===== src/design/ple_pkg.sv =====
// ----------------------------------------------------------------------------
// ple_pkg
// Shared types and codes for the positional list engine: request modes,
// result status codes and the command that steers the cell chain.
// ----------------------------------------------------------------------------
package ple_pkg;

	localparam int VALUE_W  = 32;
	localparam int MODE_W   = 3;
	localparam int POS_W    = 7;
	localparam int STATUS_W = 2;

	typedef enum logic [MODE_W-1:0] {
		MODE_INS_TAIL = 3'd0,
		MODE_INS_POS  = 3'd1,
		MODE_INS_HEAD = 3'd2,
		MODE_DEL_POS  = 3'd3,
		MODE_DEL_HEAD = 3'd4,
		MODE_READ     = 3'd5
	} mode_t;

	typedef enum logic [STATUS_W-1:0] {
		STAT_DONE    = 2'd0,
		STAT_INVALID = 2'd1,
		STAT_EMPTY   = 2'd2,
		STAT_FULL    = 2'd3
	} status_t;

	typedef enum logic [1:0] {
		CELL_HOLD   = 2'd0,
		CELL_INSERT = 2'd1,
		CELL_DELETE = 2'd2,
		CELL_ROTATE = 2'd3
	} cell_op_t;

	// command broadcast to every cell of the chain
	typedef struct packed {
		cell_op_t           op;
		logic [VALUE_W-1:0] data;
	} cell_cmd_t;

	typedef enum logic [1:0] {
		S_IDLE = 2'b01,
		S_READ = 2'b10
	} state_t;

endpackage


===== src/design/ple_cell.sv =====
// ----------------------------------------------------------------------------
// ple_cell
// One list slot. Holds one element value and, on command, takes the value of
// its left or right neighbour or the broadcast data, depending on where its
// own index lies relative to the command position.
// ----------------------------------------------------------------------------
module ple_cell import ple_pkg::*; #(
	parameter int AW    = 6,
	parameter int INDEX = 0
) (
	input  logic               clk,
	input  cell_cmd_t          cmd,
	input  logic [AW-1:0]      pos,
	input  logic [VALUE_W-1:0] left,
	input  logic [VALUE_W-1:0] right,
	output logic [VALUE_W-1:0] q
);

	localparam logic [AW-1:0] IDX = AW'(INDEX);

	logic               at_pos;
	logic               after_pos;
	logic               before_pos;
	logic [VALUE_W-1:0] value_q;

	assign at_pos     = (IDX == pos);
	assign after_pos  = (IDX > pos);
	assign before_pos = (IDX < pos);

	always_ff @(posedge clk) begin
		unique case (cmd.op)
			CELL_HOLD: begin
				value_q <= value_q;
			end
			CELL_INSERT: begin
				if (at_pos) begin
					value_q <= cmd.data;
				end else if (after_pos) begin
					value_q <= left;
				end
			end
			CELL_DELETE: begin
				if (at_pos || after_pos) begin
					value_q <= right;
				end
			end
			CELL_ROTATE: begin
				// occupied part moves one slot towards the head, head wraps to the tail
				if (before_pos) begin
					value_q <= right;
				end else if (at_pos) begin
					value_q <= cmd.data;
				end
			end
			default: begin
				value_q <= value_q;
			end
		endcase
	end

	assign q = value_q;

endmodule


===== config.mk =====
export PLATFORM = sky130hd
export DESIGN_NAME = ple_cell
export DESIGN_NICKNAME = d
export VERILOG_FILES = /design/src/design/ple_pkg.sv /design/src/design/ple_cell.sv
export SDC_FILE = /design/constraint.sdc
export NUM_CORES = 1
export LEC_CHECK = 0
export BUFFER_PORTS_ARGS = -buffer_cell sky130_fd_sc_hd__buf_4
export CAP_MARGIN = 10
export CORE_MARGIN = 4
export CORE_UTILIZATION = 30
export CTS_CLUSTER_DIAMETER = 50
export DETAILED_ROUTE_END_ITERATION = 10
export GPL_TIMING_DRIVEN = 0
export HOLD_SLACK_MARGIN = 0.1
export PLACE_DENSITY = 0.69
export SYNTH_ARGS = -nofsm -noshare
export SYNTH_HDL_FRONTEND = slang
export SYNTH_SLANG_ARGS = --single-unit

===== constraint.sdc =====
create_clock -name clk -period 8.2 [get_ports clk]
set_input_delay 2.05 -clock clk [delete_from_list [all_inputs] [get_ports clk]]
set_output_delay 2.05 -clock clk [all_outputs]
set_load 0.02 [all_outputs]

==> flow_summary.json <==
{
  "fin_ws_ps": 4129,
  "io_pins": 137,
  "yosysWarnings": 0,
  "slew-limit-headroom": 0.4826,
  "rsz0062_at_grt": "false",
  "cp_slowest_cell": "maj3_2",
  "nNetsFinal": 398,
  "regArea_um2": 960.9,
  "cap_violations": 0,
  "endpoint_kind": "flip-flop",
  "drc": 0,
  "layout_min_cycle_time_ps": 4071,
  "path_buf_inv": 3,
  "synth_most_common_cell": "edfxtp_1",
  "ys_top_cells_by_count": "32 x edfxtp_1, 31 x nand3b_1, 31 x o221a_2",
  "fin_setup_tns_ps": 0,
  "slew_violations": 0,
  "cp_cell_sequence": "buf_4 -> or4_4 -> nor3_4 -> buf_6 -> buf_6 -> maj3_2",
  "dp_cells": 382,
  "n_antenna_cell": 0,
  "fmax_mhz": 245.6,
  "drtIter0Drc": 42,
  "power_density_nw_per_um2": 140.8,
  "ctsResizeCount": 0,
  "finalSetupViolCount": 0,
  "path_class": "in2reg",
  "holdCritPathClass": "in2reg",
  "min_period_over_period": 0.4965,
  "finalWirelength_mm": 6.733,
  "antenna_left": 0,
  "cp.arrival_ps": 3980,
  "synth-edff-count": 32,
  "placed_cell_area_um2": 3222,
  "syn_area_per_cell_um2": 13.78,
  "grtUsageTotal": 0.1548,
  "dr.pass1.iters": 4,
  "clockBufferDepth": 2,
  "synth_top_area_frac": 0.4588,
  "die_h_um": 91.56,
  "vias": 1913,
  "core_um2": 6794,
  "design_area_um2": 3329,
  "n_fill_cell": 618,
  "vias_per_cell": 4.905,
  "crit_path_start_kind": "input pin",
  "yosysSeqAreaShare": 0.4588,
  "globalplace.congestion": 0.7421,
  "grt_pass1_wl_mm": 10.23,
  "fp-row-count": 30,
  "final_core_util": 0.4901,
  "cts_root_buffer": "clkbuf_8",
  "die_area_um2": 8382,
  "routedWlPerCell_um": 17.26,
  "cts_hold_buf": 0,
  "grt_max_degree": 33,
  "async_flop_share": 0,
  "cts.sinks": 32,
  "synth_area_leaders": "edfxtp_1 46%, o221a_2 17%, nand3b_1 11%",
  "grt_pass1_vias": 2083,
  "areaGrowthSynthToFinish_pct": 58.96,
  "initial_utilization": 0.3083,
  "power_leakage_nw": 1.342,
  "cts_tree": "built",
  "dp_hpwl_mm": 5.128,
  "largest_reg_flops": 32,
  "ir_drop_mv": 0.06756,
  "synth_nets": 257,
  "fp.dieW_um": 91.56,
  "cts.reportedPaths.clkPinSlew_ps": 70,
  "cpMostUsedCell": "buf_6",
  "htreeDepth": 2,
  "multi_input_area_um2": 1018,
  "syn_area_um2": 2095,
  "drive_above_1_share": 0.6939,
  "yosys.area.top_type": "edfxtp_1",
  "antenna_found_initial": 0,
  "synth_cell_types": 19,
  "required_ps": 8110,
  "grt-ovfl-total": 0,
  "postCtsSetupBuffers": 0,
  "numCtsBuffers": 5,
  "crit_fanout": 32,
  "finalNonFillerCells": 390,
  "hold_violations": 0,
  "status": "finished, final reports clean",
  "cpPeakStageDelay_ps": 730,
  "post-place-ws_ps": 3759,
  "critical_path.top_delay_family": "simple AND/OR/NAND/NOR gates",
  "synth_cells": 152,
  "synth_seq_cells": 32,
  "port_buffers": 134,
  "synth_flop_cell": "edfxtp_1",
  "power_mw": 0.4689,
  "tightest_slew_ps": 776.0,
  "whs_ps": 2114
}
power breakdown:
part / switching [mW] / internal [mW]
clock: 0.0603 / 0.0902
combinational: 0.0503 / 0.0685
sequential: 0.00339 / 0.196
total: 0.114 / 0.355
placed cells by master, fill, tap and decap left out:
master and n:
edfxtp_1 32, nand3b_1 31, maj3_2 1, nor3_4 1, nor2_1 1, buf_6 2
a21oi_1 1, clkbuf_1 9, a211oi_1 1, mux2_1 13, buf_8 1, buf_4 138
clkbuf_8 5, o41ai_4 1, nor3_1 1, inv_1 1, bufinv_16 1, o221a_2 31
buf_2 3, clkinv_2 1, or4_4 1, mux2_2 18
path summary, 6_finish.rpt:
path	depth (start not counted)	startpoint	end	slack, ps
max	6	pos[5]	q[9]$_DFFE_PP_	4130
min	2	right[26]	q[26]$_DFFE_PP_	2110
logic make-up after synthesis:
logic type | Yosys count | share of synthesized area
AO/OA/AOI/OAI | 34 | 0.1858
adder cells (fa/ha/maj) | 1 | 0.004779
buffers and inverters | 19 | 0.05555
flip-flops | 32 | 0.4588
multiplexers | 31 | 0.1667
AND/OR/NAND/NOR | 35 | 0.1284
cell type report:
type,instances,share of cell area
tap,96,0.03608
inverter,1,0.001127
clock inverter,2,0.01052
timing repair buffer,134,0.3021
buffer,18,0.03382
multi-input combinational,101,0.3059
clock buffer,6,0.02180
sequential,32,0.2886
metal layers:
metal	part of all wire	GRT usage
met1	0.39	0.1788
met2	0.52	0.2708
met3	0.076	0.04225
met4	0.014	0.05779
met5	0	0
Note: power is estimated with default switching activity, not from simulation.
